**src/rtl/ssp_ram.sv**
```systemverilog
// ----------------------------------------------------------------------------
// ssp_ram
// Generic single-write, single-read RAM with registered read data.
// ----------------------------------------------------------------------------
`default_nettype none

module ssp_ram #(
   parameter int WIDTH = 8,
   parameter int DEPTH = 16,
   localparam int AW   = (DEPTH > 1) ? $clog2(DEPTH) : 1
) (
   input  wire logic             clock,
   input  wire logic             wr_en,
   input  wire logic [AW-1:0]    wr_addr,
   input  wire logic [WIDTH-1:0] wr_data,
   input  wire logic [AW-1:0]    rd_addr,
   output logic      [WIDTH-1:0] rd_data
);

   logic [WIDTH-1:0] mem_ff [DEPTH];

   always_ff @(posedge clock) begin
      if (wr_en) begin
         mem_ff[wr_addr] <= wr_data;
      end
      rd_data <= mem_ff[rd_addr];
   end

endmodule

`default_nettype wire

```
**config.mk**
```make
export PLATFORM = sky130hd
export DESIGN_NAME = ssp_ram
export DESIGN_NICKNAME = d
export VERILOG_FILES = /design/src/rtl/ssp_ram.sv
export SDC_FILE = /design/constraint.sdc
export NUM_CORES = 1
export LEC_CHECK = 0
export ABC_AREA = 1
export ABC_CLOCK_PERIOD_IN_PS = 1260
export BUFFER_PORTS_ARGS = -buffer_cell sky130_fd_sc_hd__buf_2
export CORE_MARGIN = 1.5
export CORE_UTILIZATION = 60
export CTS_CLUSTER_DIAMETER = 40
export CTS_CLUSTER_SIZE = 20
export DETAILED_ROUTE_END_ITERATION = 10
export PLACE_DENSITY = 0.78
export SLEW_MARGIN = 10
export SYNTH_ARGS = -nofsm -noshare
export SYNTH_HDL_FRONTEND = slang
export SYNTH_SLANG_ARGS = --single-unit
```
**constraint.sdc**
```tcl
create_clock -name clock -period 1.26 [get_ports clock]
set_clock_uncertainty 0.15 [all_clocks]
set_input_delay 0 -clock clock [delete_from_list [all_inputs] [get_ports clock]]
set_output_delay 0 -clock clock [all_outputs]
set_load 0.01 [all_outputs]
```
==> metrics.csv <==
stage,metric,value,unit
setup_path,crit path launch type,input pin,
floorplan,Starting Density,0.621,
global_route,global-route wire length before repair,20600,µm
setup_path,WS Path Type,in -> reg,
clock_network,CTS H-tree lvls,4,
floorplan,Die H,101,µm
route,drt wl/cell,17.3,µm
setup_path,worst r2r src,mem_ff[7][6]$_DFFE_PP_,
floorplan,site row count,35,
synth,sequential share of the synthesized area,0.694,
layout,Syn-to-layout area delta,20.0,%
timing,# setup viols final,0,
route,via count,3979,
layout,Final #Nets,630,
synth,Ys Warns,0,
clock_network,Max clock buf depth,2,
global_route,vias in the first global route,3957,
clock_network,CTS buffer count,17,
layout,most frequent cells in the layout,"nand2_1, edfxtp_1, inv_1, nand3_1, buf_2",
timing,period utilization,0.966,
placement,PortBufs,25,
setup_path,CP peak stage delay,0.54,ns
power_and_ir_drop,VDD IR max,0.985,mV
clock_network,Root Buffer,clkbuf_8,
synth,Unique masters post-synth,12,
synth,synthesized area,5770,µm²
setup_path,Worst Setup SP,wr_addr[2],
timing,RSZ-0062 raised after global routing,no,
timing,Max Transition Viols Final,0,
synth,Mapped Nets,569,
synth,synth top area cells,"edfxtp_1, nand2_1, nand3_1",
timing,achievable frequency,0.821,GHz
route,Post-DRT Antenna Nets,0,
outcome,outcome,"finished, final reports clean",
clock_network,CTS tree,built,
placement,placed cell count,707,
synth,Synth top area share,0.667,
power_and_ir_drop,PwrDens,1560,nW/µm²
route,number of DRC markers in iteration 0,348,
global_route,grt total ovfl,0,
setup_path,Slowest cell on crit path,dlygate4sd3_1,
synth,syn_area_per_cell,10.5,µm²
global_route,Tot GR Track Use,0.283,
timing,Final TNS setup,0,ns
setup_path,Worst Path Max Fanout,8,
layout,Post-Layout Cell Count,754,
layout,"commonest non-fill, non-tap cell in the layout",nand2_1,
setup_path,crit end category,register,
route,drt drc,0,
floorplan,core area,9280,µm²
timing,final count of hold timing violations,0,
layout,diode count,0,
route,DRT Wirelength,13100,µm
timing,Rel. slew slack,0.727,
clock_network,setup bufs post-CTS,0,
floorplan,die span in x,101,µm
setup_path,"Cell Chain, Critical Path",dlygate4sd3_1 -> buf_2 -> nand3b_1 -> nor2_1 -> buf_4,
flow_run,Max-Cap Viols,0,
layout,share of layout cells above drive strength 1,0.136,
route,Via density,5.28,
layout,fillers,606,
global_route,antenna violations before repair,0,
hold_path,Hold Crit Class,in -> reg,
synth,cell taking the most area after synthesis,edfxtp_1,
synth,Mapped Cells,551,
placement,RD Place Congestion,0.830,
clock_network,clock-pin slew on the worst setup and hold paths,0.06,ns
floorplan,die area,10200,µm²
placement,hpwl dp,7660,µm
timing,Worst-Margin Slew,0.410,ns
synth,#FFs+latches synth,136,
setup_path,Critical Path RT,1.34,ns
power_and_ir_drop,LEAKAGE,3.03,nW
hold_path,Hold Crit Start,wr_addr[1],
clock_network,Worst-Skew Late Latency,0.52,ns
clock_network,Num Clock Sinks,136,
global_route,largest net degree at the start of global routing,65,
route,drt pass-1 iters,7,
timing,crit path time final,1.22,ns
floorplan,IO Pins,26,
setup_path,Worst EP arrival,1.29,ns
-- Yosys cell counts, drive strengths merged --
cell type	number
nor2	17
dfxtp	8
inv	102
buf	24
edfxtp	128
nand3	97
nand3b	2
nand2	173
-- metal layers --
metal  share of wire  vias to the layer above  global-route usage  wire [µm]
li1                -                     1895                   -          -
met1            0.39                     1874               0.361       5110
met2            0.52                      175               0.474       6780
met3           0.059                       35              0.0576        769
met4           0.031                        0               0.125        404
met5               0                        -                   0          0
-- kinds of logic after synthesis --
kind of cell / count (synthesis) / share of synthesized area
buffers and inverters: 126 / 0.0952
DFF: 136 / 0.694
and+or+nand+nor: 289 / 0.210
-- report_power, final --
| part | leakage, nW | total, mW | switching, mW | internal [mW] |
|---|---|---|---|---|
| Sequential | 1.22 | 5.09 | 0.0331 | 5.06 |
| Combinational | 1.52 | 0.703 | 0.460 | 0.243 |
| Clock | 0.290 | 4.99 | 1.82 | 3.17 |
-- final timing paths --
check | to | slack [ns] | cells past startpoint
worst min register to register | rd_data[3]$_DFF_P_ | 0.51 | 6
worst min-delay path | mem_ff[2][0]$_DFFE_PP_ | 0.01 | 4
worst max register to register | rd_data[6]$_DFF_P_ | 0.05 | 6
worst max-delay path | mem_ff[11][5]$_DFFE_PP_ | 0.04 | 5
-- cell type report --
type	instances	area [µm²]	area share
Sequential cell	136	4000	0.579
Multi-Input combinational cell	289	1220	0.176
Tap cell	129	161	0.0233
Clock inverter	11	145	0.0210
Clock buffer	21	459	0.0664
Inverter	102	385	0.0557
Timing Repair Buffer	66	546	0.0788
-- sequential cells by signal, indices dropped and copies added, names as in the netlist --
register and count:
mem_ff 128, rd_data 8
-- per-stage QoR --
| stage | power, mW | hold WS [ns] | cell area, µm² | worst slack, ns | util |
|---|---|---|---|---|---|
| after floorplan | 5.55 | -0.0511 | 5770 | 0.159 | - |
| after global placement | 5.81 | 0.204 | 6160 | 0.0469 | 0.663 |
| after detailed placement | 5.83 | 0.218 | 6160 | 0.0327 | 0.663 |
| after CTS | 10.8 | 0.00411 | 6910 | 0.0612 | 0.744 |
| after global routing | 11.1 | 0.0374 | 6920 | 0.00554 | 0.745 |
| final | 10.8 | 0.0148 | 6920 | 0.0422 | 0.745 |
-- worst max-delay path, delay by kind of cell --
family                 cells  cell delay (ns)
and+or+nand+nor            2             0.41
buffers and inverters      3             0.89
-- what timing repair did --
item | in CTS | in global routing
hold buffers | 15 | 0
gates resized for setup | 0 | 2
hold endpoints to repair | 203 | 0
setup endpoints to repair | 0 | 2
Power figures use the tool's default switching activity.
