File: config.mk
export PLATFORM = sky130hd
export DESIGN_NAME = ssp_relax
export DESIGN_NICKNAME = d
export VERILOG_FILES = /design/src/rtl/ssp_pkg.sv /design/src/rtl/ssp_relax.sv
export SDC_FILE = /design/constraint.sdc
export NUM_CORES = 1
export LEC_CHECK = 0
export BUFFER_PORTS_ARGS = -buffer_cell sky130_fd_sc_hd__buf_2
export CORE_MARGIN = 2
export CORE_UTILIZATION = 40
export DETAILED_ROUTE_END_ITERATION = 6
export PLACE_DENSITY = 0.68
export SLEW_MARGIN = 0
export SYNTH_ARGS = -nofsm -noshare
export SYNTH_HDL_FRONTEND = slang
export SYNTH_SLANG_ARGS = --single-unit
File: constraint.sdc
create_clock -name vclk -period 6.1
set_clock_uncertainty 0.05 [all_clocks]
set_input_delay 0.305 -clock vclk [all_inputs]
set_output_delay 0.305 -clock vclk [all_outputs]
set_load 0.02 [all_outputs]
File: src/rtl/ssp_pkg.sv
// ----------------------------------------------------------------------------
// ssp_pkg
// Types, sizes and codes for the single-source shortest path block.
// ----------------------------------------------------------------------------
`default_nettype none

package ssp_pkg;

   localparam int MAX_NODES  = 64;
   localparam int MAX_EDGES  = 1024;

   localparam int NODE_W     = 6;
   localparam int NODE_CNT_W = 7;
   localparam int WEIGHT_W   = 16;
   localparam int DIST_W     = 40;
   localparam int CSR_W      = 7;

   localparam int EDGE_AW    = (MAX_EDGES > 1) ? $clog2(MAX_EDGES) : 1;
   localparam int EDGE_CW    = $clog2(MAX_EDGES + 1);

   // register indexes on the csr port
   localparam logic CSR_NODE_COUNT  = 1'b0;
   localparam logic CSR_SOURCE_NODE = 1'b1;

   typedef struct packed {
      logic [NODE_W-1:0]          tail;
      logic [NODE_W-1:0]          head;
      logic signed [WEIGHT_W-1:0] weight;
   } edge_type;

   localparam int EDGE_BITS = $bits(edge_type);

   typedef struct packed {
      logic                     relax;
      logic signed [DIST_W-1:0] cand;
   } relax_res_type;

   typedef enum logic [5:0] {
      ST_IDLE   = 6'b000001,
      ST_INIT   = 6'b000010,
      ST_FETCH  = 6'b000100,
      ST_LOOKUP = 6'b001000,
      ST_RELAX  = 6'b010000,
      ST_EMIT   = 6'b100000
   } state_type;

endpackage

`default_nettype wire

File: src/rtl/ssp_relax.sv
// ----------------------------------------------------------------------------
// ssp_relax
// Shared relaxation unit: saturating add of tail distance and edge weight,
// then compare against the head distance.
// ----------------------------------------------------------------------------
`default_nettype none

module ssp_relax
   import ssp_pkg::*;
(
   input  wire logic                       tail_ok,
   input  wire logic                       head_ok,
   input  wire logic                       tail_reached,
   input  wire logic                       head_reached,
   input  wire logic signed [DIST_W-1:0]   tail_dist,
   input  wire logic signed [DIST_W-1:0]   head_dist,
   input  wire logic signed [WEIGHT_W-1:0] weight,
   output relax_res_type                   res
);

   logic signed [DIST_W:0]   sum;
   logic signed [DIST_W-1:0] cand;

   always_comb begin
      sum = {tail_dist[DIST_W-1], tail_dist}
          + {{(DIST_W + 1 - WEIGHT_W){weight[WEIGHT_W-1]}}, weight};
      // clamp to the 40-bit signed range on overflow
      if (sum[DIST_W] != sum[DIST_W-1]) begin
         cand = sum[DIST_W] ? {1'b1, {(DIST_W-1){1'b0}}} : {1'b0, {(DIST_W-1){1'b1}}};
      end else begin
         cand = sum[DIST_W-1:0];
      end
      res.cand  = cand;
      res.relax = tail_ok && head_ok && tail_reached
               && (!head_reached || (cand < head_dist));
   end

endmodule

`default_nettype wire

==> metrics <==
WP data required=5740 ps; Min Hold Slack=between 900 and 1000 ps; register area=0 um^2; endpoints failing hold=0; clock power share=0; Avg Cell Area, Syn=7.00 um^2; Hold Crit Class=input port to output port; hold-critical path depth=4; Detail Route Antenna Nets=0; GRT Total Usage=0.208; Combinational Power Share=1.000; total power=roughly 0.7 mW; Synth warnings=0; final setup fails=0; Post-Synthesis Cells=518; Slew @ Worst Pin=about 700 ps; DRC violations left=0; commonest non-fill, non-tap cell in the layout=buf_2; status=completed; CP cell instances=clkbuf_4 > ha_1 > a21oi_1 > o21ai_1 > a311oi_1 > o21ai_0 > a211o_1 > or3_1 > mux2i_4 > buf_12 > o21ai_2 > ha_1 > a21o_1 > a211oi_1 > o21ai_0 > a41oi_1 > o21bai_1 > or4_1 > and3_1 > o211ai_2 > buf_2; WL/cell=14.4 um; distinct cell type count after synthesis=59; ant diodes=0; 1st-iter DRT viols=147; fin crit period=approximately 5700 ps; clock buffers=0; Max-Cap Viols=0; first-pass GRT wire length=17600 um; via/cell ratio=roughly 5.6; initial core utilization=0.413; Setup TNS=0 ps; layout cells sized above 1=0.282; RSZ-0062 raised after global routing=false; fraction of the cycle the final worst path needs=0.929; Die Area=approximately 9800 um^2; Cell Area, Synth=~3600 um^2; CP top delay family=compound AO/OA/AOI/OAI gates; estimated wirelength of the detail-placed design=roughly 9500 um; Sw Pwr=0.439 mW; Crit. End Element=output port; initial antenna violation count=0; part of the Yosys area used for sequential elements=0; Slowest cell on crit path=or4_1; die width=between 90 and 100 um; largest net degree at the start of global routing=34; Compound-Gate Fraction of Synth Area=0.371; CP startpoint kind=input port; core region area=between 8000 and 9000 um^2; Nets=between 800 and 900; input/output buffers=around 140; std cell rows=34; Fmax=about 0.18 GHz; hold_sp=head_dist[0]; die height=99.2 um; most frequent cells in the layout=140 x buf_2, 78 x ha_1, 56 x inv_1, 55 x a21oi_1, 37 x nand2_1; maximum vdd drop=0.0637 mV; Post-Synth Adder-Cell Area=0.275; largest family of logic cells by synthesized area=compound AO/OA/AOI/OAI gates; worst path bufs/invs=3; GRT overflow=0; maximum fanout along the worst path=33; Post-CTS Repair Setup Buffers=0; vias in the first global route=between 4000 and 5000; vias after detailed routing=~4200; slowest stage delay, CP=roughly 460 ps; final-report max-slew violation count=0; Reg power frac=0; area grow syn2layout=22.8%; WS Path Type=input port to output port; detailed-router iteration count before antenna repair=4; Critical Path AT=5310 ps; Int Power=0.281 mW; sw frac=0.610; Mapped Nets=697; pwr dens=approximately 160 nW/um^2; xor/xnor share of the synthesized area=0.0749; Simple-Gate Fraction of Synth Area=0.186; Final GP Congestion=around 0.95; Routed WL=10900 um; I/O Pins=about 140; Max-slew headroom=0.529; leakage power=approximately 2.2 nW; hold endpoint=res[40]; FFs & Latches=0; mux share of post-synthesis cell area=0.00863
==> final cells by class <==
type / count / area (um^2)
inverter: 56 / 210
multi-input combinational: 446 / 3330
fill: 927 / 4310
timing repair buffer: 146 / 771
tap: 108 / 135
==> worst max path at each step <==
stage               to     startpoint  slack, ps  cells past startpoint
2_1_floorplan  res[40]  tail_dist[20]        570                     20
3_3_place_gp   res[40]     weight[15]        410                     21
3_5_place_dp   res[40]     weight[15]        250                     21
4_1_cts        res[40]     weight[15]        230                     21
5_1_grt        res[40]     weight[15]         60                     21
6_report       res[40]     weight[15]        430                     21
==> logic make-up (layout without fill, tap and decap cells) <==
kind of cell	count (synthesis)	count (layout)
AOI/OAI and AO/OA	196	196
xor gates and xnor gates	31	31
adders and majority gates	79	79
buffers and inverters	72	202
muxes	3	3
and+or+nand+nor	137	137
==> power groups by stage <==
stage                     logic (mW)  registers [mW]  clock network, mW
after global routing           0.798               0                  0
after CTS                      0.718               0                  0
after floorplan                0.506               0                  0
after detailed placement       0.714               0                  0
final                          0.720               0                  0
after global placement         0.702               0                  0
==> metrics by stage <==
| stage | setup slack (ps) | utilization | cell area, um^2 | cells |
|---|---|---|---|---|
| after floorplan | 569 | - | 3620 | 518 |
| after global placement | 415 | 0.507 | 4440 | 756 |
| after detailed placement | 253 | 0.507 | 4440 | 756 |
| after CTS | 227 | 0.507 | 4440 | 756 |
| after global routing | 57.8 | 0.508 | 4450 | 756 |
| final | 431 | 0.508 | 4450 | 756 |
==> worst min-delay path, cell delays in order <==
cell,delay (ps)
buf_2,100
nand3_1,70
o211ai_2,70
buf_2,150
==> timing repair <==
action,in CTS,in global routing
hold buffers,0,0
setup endpoints to repair,0,1
hold endpoints to repair,0,0
resized for setup,0,2
==> synth_stat cells (all sizes together), types with 2 or more instances <==
cell type  count  area share
nand2         37       0.038
ha            78        0.27
o41a           2      0.0062
nor2          25       0.026
o21ai         65        0.11
clkbuf         6      0.0062
o41ai          3      0.0073
a21o          13       0.027
nand2b         8       0.014
nand3         17       0.023
a31o           3      0.0073
a2111oi        3      0.0090
inv           56       0.058
o21bai         8       0.017
buf           10       0.021
nor2b          6       0.010
and3           6       0.010
a31oi          3      0.0052
xor2          16       0.039
nor3          16       0.023
or3            4      0.0069
o211ai         8       0.018
a311oi         3      0.0073
a21oi         55       0.076
and2           3      0.0052
o31ai          2      0.0093
a311o          3      0.0083
o21a           5       0.010
a211oi        10       0.026
or2            2      0.0035
mux2i          2      0.0055
xnor2         15       0.036
nand4          8       0.014
and4           2      0.0048
==> layer usage <==
layer,track usage,routed length (um)
met1,0.273,4820
met3,0.0148,719
met2,0.381,5220
met4,0.0295,159
met5,0,0
(Power assumes the default switching activity.)
